==> src/rtl/irtx_pkg.sv <==
// Shared types and constants for the infrared frame transmitter.
// No dependencies; every other file of the block but irtx_if imports this package.
package irtx_pkg;

  // Number of data bits in one frame and the width of the bit counter.
  localparam int FRAME_BITS = 32;
  localparam int IDX_W      = $clog2(FRAME_BITS);

  localparam int CFG_IDX_W  = 3;
  localparam int CFG_DATA_W = 8;

  // Input item opcodes.
  localparam logic CMD_TICK  = 1'b0;
  localparam logic CMD_START = 1'b1;

  // Configuration register indexes.
  localparam logic [CFG_IDX_W-1:0] CFG_ADDR_FIRST   = 3'd0;
  localparam logic [CFG_IDX_W-1:0] CFG_ADDR_SECOND  = 3'd1;
  localparam logic [CFG_IDX_W-1:0] CFG_HDR_MARK     = 3'd2;
  localparam logic [CFG_IDX_W-1:0] CFG_HDR_SPACE    = 3'd3;
  localparam logic [CFG_IDX_W-1:0] CFG_BIT_MARK     = 3'd4;
  localparam logic [CFG_IDX_W-1:0] CFG_ONE_SPACE    = 3'd5;
  localparam logic [CFG_IDX_W-1:0] CFG_ZERO_SPACE   = 3'd6;

  // Register values after reset.
  localparam logic [7:0] RST_ADDR_FIRST  = 8'd255;
  localparam logic [7:0] RST_ADDR_SECOND = 8'd255;
  localparam logic [7:0] RST_HDR_MARK    = 8'd223;
  localparam logic [7:0] RST_HDR_SPACE   = 8'd117;
  localparam logic [7:0] RST_BIT_MARK    = 8'd10;
  localparam logic [7:0] RST_ONE_SPACE   = 8'd15;
  localparam logic [7:0] RST_ZERO_SPACE  = 8'd41;

  typedef struct packed {
    logic [7:0] address_first;
    logic [7:0] address_second;
    logic [7:0] header_mark_ticks;
    logic [7:0] header_space_ticks;
    logic [7:0] bit_mark_ticks;
    logic [7:0] one_space_ticks;
    logic [7:0] zero_space_ticks;
  } cfg_t;

  typedef struct packed {
    logic line_level;
    logic busy_res;
    logic frame_done;
  } res_t;

endpackage

==> src/rtl/irtx_if.sv <==
// Valid/ready channel interfaces for the infrared frame transmitter.
// Depends on nothing; the payload widths follow the block's item fields.
interface irtx_in_if;
  logic       valid;
  logic       ready;
  logic       cmd;
  logic [7:0] code_byte;

  modport source (output valid, output cmd, output code_byte, input ready);
  modport sink   (input valid, input cmd, input code_byte, output ready);
endinterface

interface irtx_out_if;
  logic valid;
  logic ready;
  logic line_level;
  logic busy_res;
  logic frame_done;

  modport source (output valid, output line_level, output busy_res, output frame_done,
                  input ready);
  modport sink   (input valid, input line_level, input busy_res, input frame_done,
                  output ready);
endinterface

==> src/rtl/irtx_fsm.sv <==
// Frame sequencer: phase, bit counter, segment timer and line level.
// Depends on irtx_pkg for the configuration and result types.
module irtx_fsm (
  input  logic          clk,
  input  logic          rst,
  input  logic          take,
  input  logic          cmd,
  input  logic [7:0]    code_byte,
  input  irtx_pkg::cfg_t cfg,
  output irtx_pkg::res_t res
);
  import irtx_pkg::*;

  localparam logic [2:0] PH_IDLE      = 3'd0;
  localparam logic [2:0] PH_HDR_MARK  = 3'd1;
  localparam logic [2:0] PH_HDR_SPACE = 3'd2;
  localparam logic [2:0] PH_BIT_MARK  = 3'd3;
  localparam logic [2:0] PH_BIT_SPACE = 3'd4;
  localparam logic [2:0] PH_END_MARK  = 3'd5;

  localparam logic [IDX_W-1:0] LAST_BIT = IDX_W'(FRAME_BITS - 1);

  logic [2:0]            phase, phase_next;
  logic [IDX_W-1:0]      bit_index, bit_index_next;
  logic [FRAME_BITS-1:0] frame_bits, frame_bits_next;
  logic [7:0]            seg_left, seg_left_next;
  logic                  level, level_next;
  logic                  done;
  logic [31:0]           word;

  // Address bytes first, then the command and its complement.
  assign word = {~code_byte, code_byte, cfg.address_second, cfg.address_first};

  always_comb begin
    phase_next      = phase;
    bit_index_next  = bit_index;
    frame_bits_next = frame_bits;
    seg_left_next   = seg_left;
    level_next      = level;
    done            = 1'b0;
    if (take) begin
      if (cmd == CMD_START) begin
        // A start during a frame is dropped.
        if (phase == PH_IDLE) begin
          frame_bits_next = word[FRAME_BITS-1:0];
          bit_index_next  = '0;
          phase_next      = PH_HDR_MARK;
          seg_left_next   = cfg.header_mark_ticks;
          level_next      = 1'b0;
        end
      end else if (phase != PH_IDLE) begin
        // A length of zero runs out on the first tick, the same as one.
        if (seg_left > 8'd1) begin
          seg_left_next = seg_left - 8'd1;
        end else begin
          case (phase)
            PH_HDR_MARK: begin
              phase_next    = PH_HDR_SPACE;
              seg_left_next = cfg.header_space_ticks;
              level_next    = 1'b1;
            end
            PH_HDR_SPACE: begin
              phase_next    = PH_BIT_MARK;
              seg_left_next = cfg.bit_mark_ticks;
              level_next    = 1'b0;
            end
            PH_BIT_MARK: begin
              phase_next    = PH_BIT_SPACE;
              seg_left_next = frame_bits[bit_index] ? cfg.one_space_ticks
                                                    : cfg.zero_space_ticks;
              level_next    = 1'b1;
            end
            PH_BIT_SPACE: begin
              if (bit_index >= LAST_BIT) begin
                phase_next = PH_END_MARK;
              end else begin
                bit_index_next = bit_index + 1'b1;
                phase_next     = PH_BIT_MARK;
              end
              seg_left_next = cfg.bit_mark_ticks;
              level_next    = 1'b0;
            end
            default: begin
              phase_next     = PH_IDLE;
              seg_left_next  = 8'd0;
              level_next     = 1'b1;
              bit_index_next = '0;
              done           = 1'b1;
            end
          endcase
        end
      end
    end
  end

  assign res = '{line_level: level_next,
                 busy_res:   (phase_next != PH_IDLE),
                 frame_done: done};

  always_ff @(posedge clk) begin
    if (rst) begin
      phase     <= PH_IDLE;
      bit_index <= '0;
      seg_left  <= 8'd0;
      level     <= 1'b1;
    end else begin
      phase     <= phase_next;
      bit_index <= bit_index_next;
      seg_left  <= seg_left_next;
      level     <= level_next;
    end
  end

  always_ff @(posedge clk) begin
    frame_bits <= frame_bits_next;
  end

endmodule

==> src/rtl/irtx_res_buf.sv <==
// Two-entry result buffer that decouples the result channel from the input side.
// Depends on irtx_pkg for the result type.
module irtx_res_buf (
  input  logic           clk,
  input  logic           rst,
  input  logic           push,
  input  irtx_pkg::res_t push_data,
  output logic           has_room,
  output logic           head_valid,
  input  logic           pop,
  output irtx_pkg::res_t head
);
  import irtx_pkg::*;

  logic [1:0] count, count_next;
  res_t       second;

  assign has_room   = (count != 2'd2);
  assign head_valid = (count != 2'd0);

  always_comb begin
    count_next = count;
    if (push && !pop) begin
      count_next = count + 2'd1;
    end else if (pop && !push) begin
      count_next = count - 2'd1;
    end
  end

  always_ff @(posedge clk) begin
    if (rst) begin
      count <= 2'd0;
    end else begin
      count <= count_next;
    end
  end

  always_ff @(posedge clk) begin
    if (push && (count == 2'd0 || (count == 2'd1 && pop))) begin
      head <= push_data;
    end else if (pop && count == 2'd2) begin
      head <= second;
    end
    if (push && count == 2'd1 && !pop) begin
      second <= push_data;
    end
  end

endmodule

==> src/rtl/ir_remote_frame_transmitter_core.sv <==
// Top level of the pulse-distance infrared frame transmitter.
// Depends on irtx_pkg, irtx_if, irtx_fsm and irtx_res_buf.
//
//   channel   direction  handshake     payload
//   items     in         valid/ready   cmd, code_byte
//   results   out        valid/ready   line_level, busy_res, frame_done
//   wr_*      in         wr_en only    wr_index, wr_data
//
// Every input transfer yields exactly one result transfer. A start item
// loads the frame word (both address bytes, the command byte and its
// complement) when the transmitter is idle and is dropped otherwise. Tick
// items count down the current segment: header mark, header space, one mark
// and one space per data bit sent LSB first, and a closing mark whose last
// tick raises frame_done.
//
// Timing: one item per cycle while the buffer has room. The sequencer state
// updates at the transfer edge, and the result is registered in a two-entry
// buffer and offered on the results channel once earlier results are taken.
// Reset (rst, synchronous, active high) returns the configuration registers
// to their defaults, idles the sequencer with the line high and empties the
// buffer. items.ready drops only when both buffer entries hold results that
// have not been taken; it rises again in the cycle after a result transfer.
// Configuration writes take effect at the next edge. A length written during
// a frame applies from the next segment that starts, and new address bytes
// apply from the next start.
module ir_remote_frame_transmitter_core (
  input  logic                          clk,
  input  logic                          rst,
  input  logic                          wr_en,
  input  logic [irtx_pkg::CFG_IDX_W-1:0]  wr_index,
  input  logic [irtx_pkg::CFG_DATA_W-1:0] wr_data,
  irtx_in_if.sink                       items,
  irtx_out_if.source                    results
);
  import irtx_pkg::*;

  cfg_t cfg;
  res_t fsm_res;
  res_t head;
  logic take;
  logic has_room;
  logic head_valid;

  // Register file. Writes to the index beyond the list are dropped.
  always_ff @(posedge clk) begin
    if (rst) begin
      cfg <= '{address_first:      RST_ADDR_FIRST,
               address_second:     RST_ADDR_SECOND,
               header_mark_ticks:  RST_HDR_MARK,
               header_space_ticks: RST_HDR_SPACE,
               bit_mark_ticks:     RST_BIT_MARK,
               one_space_ticks:    RST_ONE_SPACE,
               zero_space_ticks:   RST_ZERO_SPACE};
    end else if (wr_en) begin
      case (wr_index)
        CFG_ADDR_FIRST:  cfg.address_first      <= wr_data;
        CFG_ADDR_SECOND: cfg.address_second     <= wr_data;
        CFG_HDR_MARK:    cfg.header_mark_ticks  <= wr_data;
        CFG_HDR_SPACE:   cfg.header_space_ticks <= wr_data;
        CFG_BIT_MARK:    cfg.bit_mark_ticks     <= wr_data;
        CFG_ONE_SPACE:   cfg.one_space_ticks    <= wr_data;
        CFG_ZERO_SPACE:  cfg.zero_space_ticks   <= wr_data;
        default: begin
        end
      endcase
    end
  end

  // An input transfer happens whenever an item is valid and the buffer has a free entry.
  assign items.ready = has_room;
  assign take        = items.valid && has_room;

  irtx_fsm u_fsm (
    .clk       (clk),
    .rst       (rst),
    .take      (take),
    .cmd       (items.cmd),
    .code_byte (items.code_byte),
    .cfg       (cfg),
    .res       (fsm_res)
  );

  irtx_res_buf u_res_buf (
    .clk        (clk),
    .rst        (rst),
    .push       (take),
    .push_data  (fsm_res),
    .has_room   (has_room),
    .head_valid (head_valid),
    .pop        (head_valid && results.ready),
    .head       (head)
  );

  assign results.valid      = head_valid;
  assign results.line_level = head.line_level;
  assign results.busy_res   = head.busy_res;
  assign results.frame_done = head.frame_done;

endmodule

==> src/flat_wrapper.sv <==
// flat-port wrapper written by rule: the top's interface ports become plain ports
module ir_remote_frame_transmitter_core_flat import irtx_pkg::*;
  (clk, rst, wr_en, wr_index, wr_data, items_valid, items_cmd, items_code_byte, items_ready, results_valid, results_line_level, results_busy_res, results_frame_done, results_ready);
  irtx_in_if items_i ();
  irtx_out_if results_i ();
  input  logic clk;
  input  logic rst;
  input  logic wr_en;
  input  logic [irtx_pkg::CFG_IDX_W-1:0] wr_index;
  input  logic [irtx_pkg::CFG_DATA_W-1:0] wr_data;
  input wire logic [$bits(items_i.valid)-1:0] items_valid;
  input wire logic [$bits(items_i.cmd)-1:0] items_cmd;
  input wire logic [$bits(items_i.code_byte)-1:0] items_code_byte;
  output wire logic [$bits(items_i.ready)-1:0] items_ready;
  output wire logic [$bits(results_i.valid)-1:0] results_valid;
  output wire logic [$bits(results_i.line_level)-1:0] results_line_level;
  output wire logic [$bits(results_i.busy_res)-1:0] results_busy_res;
  output wire logic [$bits(results_i.frame_done)-1:0] results_frame_done;
  input wire logic [$bits(results_i.ready)-1:0] results_ready;
  assign items_i.valid = items_valid;
  assign items_i.cmd = items_cmd;
  assign items_i.code_byte = items_code_byte;
  assign items_ready = items_i.ready;
  assign results_valid = results_i.valid;
  assign results_line_level = results_i.line_level;
  assign results_busy_res = results_i.busy_res;
  assign results_frame_done = results_i.frame_done;
  assign results_i.ready = results_ready;
  ir_remote_frame_transmitter_core u_core (.clk(clk), .rst(rst), .wr_en(wr_en), .wr_index(wr_index), .wr_data(wr_data), .items(items_i), .results(results_i));
endmodule
==> config.mk <==
export PLATFORM = sky130hd
export DESIGN_NAME = ir_remote_frame_transmitter_core_flat
export DESIGN_NICKNAME = d
export VERILOG_FILES = /design/src/rtl/irtx_pkg.sv /design/src/rtl/irtx_if.sv /design/src/rtl/irtx_fsm.sv /design/src/rtl/irtx_res_buf.sv /design/src/rtl/ir_remote_frame_transmitter_core.sv /design/src/flat_wrapper.sv
export SDC_FILE = /design/constraint.sdc
export NUM_CORES = 1
export LEC_CHECK = 0
export BUFFER_PORTS_ARGS = -buffer_cell sky130_fd_sc_hd__buf_2
export CAP_MARGIN = 20
export CORE_AREA = 2 2 125 127
export CTS_BUF_LIST = sky130_fd_sc_hd__clkbuf_4 sky130_fd_sc_hd__clkbuf_8
export DETAILED_ROUTE_END_ITERATION = 8
export DIE_AREA = 0 0 127 129
export SLEW_MARGIN = 10
export SYNTH_ARGS = -nofsm -noshare
export SYNTH_HDL_FRONTEND = slang
export SYNTH_SLANG_ARGS = --single-unit
export TNS_END_PERCENT = 5
==> constraint.sdc <==
create_clock -name clk -period 7.6 [get_ports clk]
set_input_delay 2.28 -clock clk [delete_from_list [all_inputs] [get_ports clk]]
set_output_delay 2.28 -clock clk [all_outputs]
set_load 0.03 [all_outputs]
==> impl_results.md <==
- Status: complete, no violations
- Internal: 1.19 mW
- Worst min path class: flip-flop to flip-flop
- Top_reg_cell synth: dfxtp_1
- DIE HEIGHT: 129 microns
- Final Util: 39.5%
- Initial antenna violation count: 0
- EDFF count, synth: 38
- Dpl hpwl: 8.41 mm
- Minimum clock period: 4.11 ns
- Antenna viol nets, final: 0
- Post-layout nets: 617
- CTS Hold Bufs: 0
- Die area: about 0.016 sq mm
- Worst Reg2Reg Path Length in Cells: 7
- Flops & latches, synth: 113
- CP arrival: 4.46 ns
- Finished Cell Area: roughly 0.0059 sq mm
- CP required: 7.95 ns
- Detailed-router iteration count before antenna repair: 5
- Global-route wire length before repair: a little under 20 mm
- Clock Skew: 0.00893 ns
- Largest net degree at the start of global routing: 70
- RSZ-0062 raised after global routing: no
- Root Driver: clkbuf_8
- Synthesized area per cell: between 9 and 10 sq um
- Hold path cells: 0
- Max-slew headroom: a little under a quarter
- Starting DRT DRC Count: 377
- Ant. Diodes: 0
- Worst VDD drop: 0.000127 V
- Hold Violations, Final: 0
- Switching Share: 32.1%
- Clock transition at path regs: 0.07 ns
- Gr usage total: 15.6%
- # Max-Cap Violations: 0
- CTS Buffer Depth: 2
- Routed WL per cell: 15.3 microns
- Setup TNS: 0 ns
- Clock share of power: 32.3%
- Vias in the first global route: 4049
- Cell Area, Synth: 0.00520 sq mm
- Total CTS buffers: 17
- Placed cell areas: around 0.0055 sq mm
- Critical path class: primary input to flip-flop
- Area contributors post-synth: dfxtp_1 (29%), edfxtp_1 (22%), nand2_1 (9.0%)
- Setup Buffers After CTS: 0
- Routed wire length: between 10 and 15 mm
- Leakage power: roughly 2.2 nW
- Nature of the critical path endpoint: flip-flop
- Vias: 4099
- H-tree levels: 4
- Sequential share of power: 41.6%
- Syn Inst Count: about 550
- Overflow after GRT: 0
- Placer Congestion: 0.853
- Initial cell density of the core: 34.7%
- Syn Nets: 587
- Core box area: 0.0150 sq mm
- Cell Pwr Density: 296 mW/mm^2
- # IOs: 30
- Max Clk Rate: 243 MHz
- Pins Over Slew Limit: 0
- Fin crit share: 54.1%
- Sequential area share after synthesis: between 50% and 60%
- Via/cell ratio: 5.24
- Commonest cells after routing, fill and taps aside: nand2_1 (124), dfxtp_1 (75), a21oi_1 (41)
- Crit start category: primary input
- CTS resizes: 0
- Rows: 45
- Net Sw Power: 0.562 mW
- Final setup viols: 0
- Synth Warn #: 0
- CTS sink cnt: roughly 110
- Die width: 127 microns
- CP Max Fanout: 23
- Ys async rst share: 0%
- Combinational Power Share: approximately a quarter
- Commonest non-fill, non-tap cell in the layout: nand2_1
- Worst-margin pin slew: 1.16 ns
- Residual DRC: 0
- Yosys cell types: 53
- Synth area leader: dfxtp_1
- CTS tree: done
- Clock latency on the worst-skew pair: approximately 0.44 ns
- Post-synth top area share: between 20 and 30%
- Proportion of layout cells with a drive suffix above 1: 13.0%
- Port Buf Inserts: 29
- Synthesis-to-finish area growth: 13.7%
==> layout make-up <==
class / instances / area (sq um)
timing repair buffer: 33 / 173
multi-input combinational: 399 / 2400
sequential: 113 / 2640
inverter: 17 / 63.8
clock inverter: 13 / 144
tap: 188 / 235
clock buffer: 19 / 249
fill: 1478 / 9070
==> metrics by stage <==
step / power, mW / hold WS [ns] / instances / setup WS (ns)
6_report: 1.75 / 0.414 / 782 / 3.49
5_1_grt: 1.85 / 0.426 / 782 / 3.26
4_1_cts: 1.76 / 0.420 / 781 / 3.53
3_5_place_dp: 1.20 / 0.407 / 749 / 3.05
3_3_place_gp: 1.18 / 0.406 / 749 / 3.17
2_1_floorplan: 1.08 / 0.401 / 551 / 3.86
==> metal layers <==
layer  GRT usage (%)  up-vias  routed length [microns]
met4            7.11        0                      299
met1            19.8     1945                     5590
met2            24.9      112                     5470
li1                -     2019                        -
met3            4.41       23                      646
met5               0        -                        0
==> cell families (layout without fill, tap and decap cells) <==
kind of cell               after synthesis  count (layout)  synth area share (%)
and+or+nand+nor                        248             248                  23.6
DFF                                    113             113                  50.9
AOI/OAI and AO/OA                      108             108                  13.7
buffers and inverters                   39              82                  2.91
muxes                                   26              26                  5.22
adders and majority gates               11              11                  2.65
xor gates and xnor gates                 6               6                  1.01
==> sequential cells by signal (all words and copies together), names as in the netlist <==
signal                   flops
u_core.u_fsm.bit_index       5
u_core.u_res_buf.head        3
u_core.u_res_buf.second      3
u_core.u_fsm.phase           3
u_core.u_res_buf.count       2
u_core.cfg                  56
u_core.u_fsm.seg_left        8
u_core.u_fsm.frame_bits     32
u_core.u_fsm.level           1
==> worst max-delay path, stage by stage <==
cell	delay [ns]
buf_2	0.36
inv_1	0.17
ha_1	0.34
a21oi_1	0.63
a21o_1	0.15
a221o_1	0.17
a221oi_1	0.06
a221oi_1	0.30
==> path summary, 6_finish.rpt <==
kind | from | endpoint | slack (ns)
hold reg to reg | u_core.cfg[49] | u_core.u_fsm.frame_bits[1] | 0.41
setup reg to reg | u_core.u_fsm.bit_index[2] | u_core.u_fsm.seg_left[7] | 4.41
hold / removal | u_core.cfg[49] | u_core.u_fsm.frame_bits[1] | 0.41
setup / recovery | items_cmd | u_core.u_fsm.seg_left[4] | 3.49
==> cell usage after synthesis (2+ instances only) <==
cell type	instances
nor2b_1	14
a31oi_1	5
o22ai_1	2
nand3b_1	30
a22oi_1	4
inv_1	17
o21ai_0	10
and2_1	2
dfxtp_1	75
o21a_1	2
buf_2	4
a211oi_1	2
and3_1	4
a221oi_1	8
a211o_1	9
a221o_1	2
clkbuf_1	18
o31a_1	2
a21oi_1	41
nor3_1	10
ha_1	11
nand2b_1	13
nand2_1	124
o211ai_1	9
edfxtp_1	38
nor2_1	25
xor2_1	3
nand3_1	13
mux2i_1	20
or3_4	2
xnor2_1	3
mux2_2	5
a311oi_1	3
or3_1	2
==> power by group through the flow <==
stage / combinational [mW] / clock (mW) / sequential (mW)
after floorplan: 0.346 / 0 / 0.739
after global placement: 0.447 / 0 / 0.737
after detailed placement: 0.455 / 0 / 0.740
after CTS: 0.457 / 0.578 / 0.727
after global routing: 0.509 / 0.604 / 0.734
final: 0.456 / 0.565 / 0.727
No activity file was read; power rests on OpenSTA's default activity.
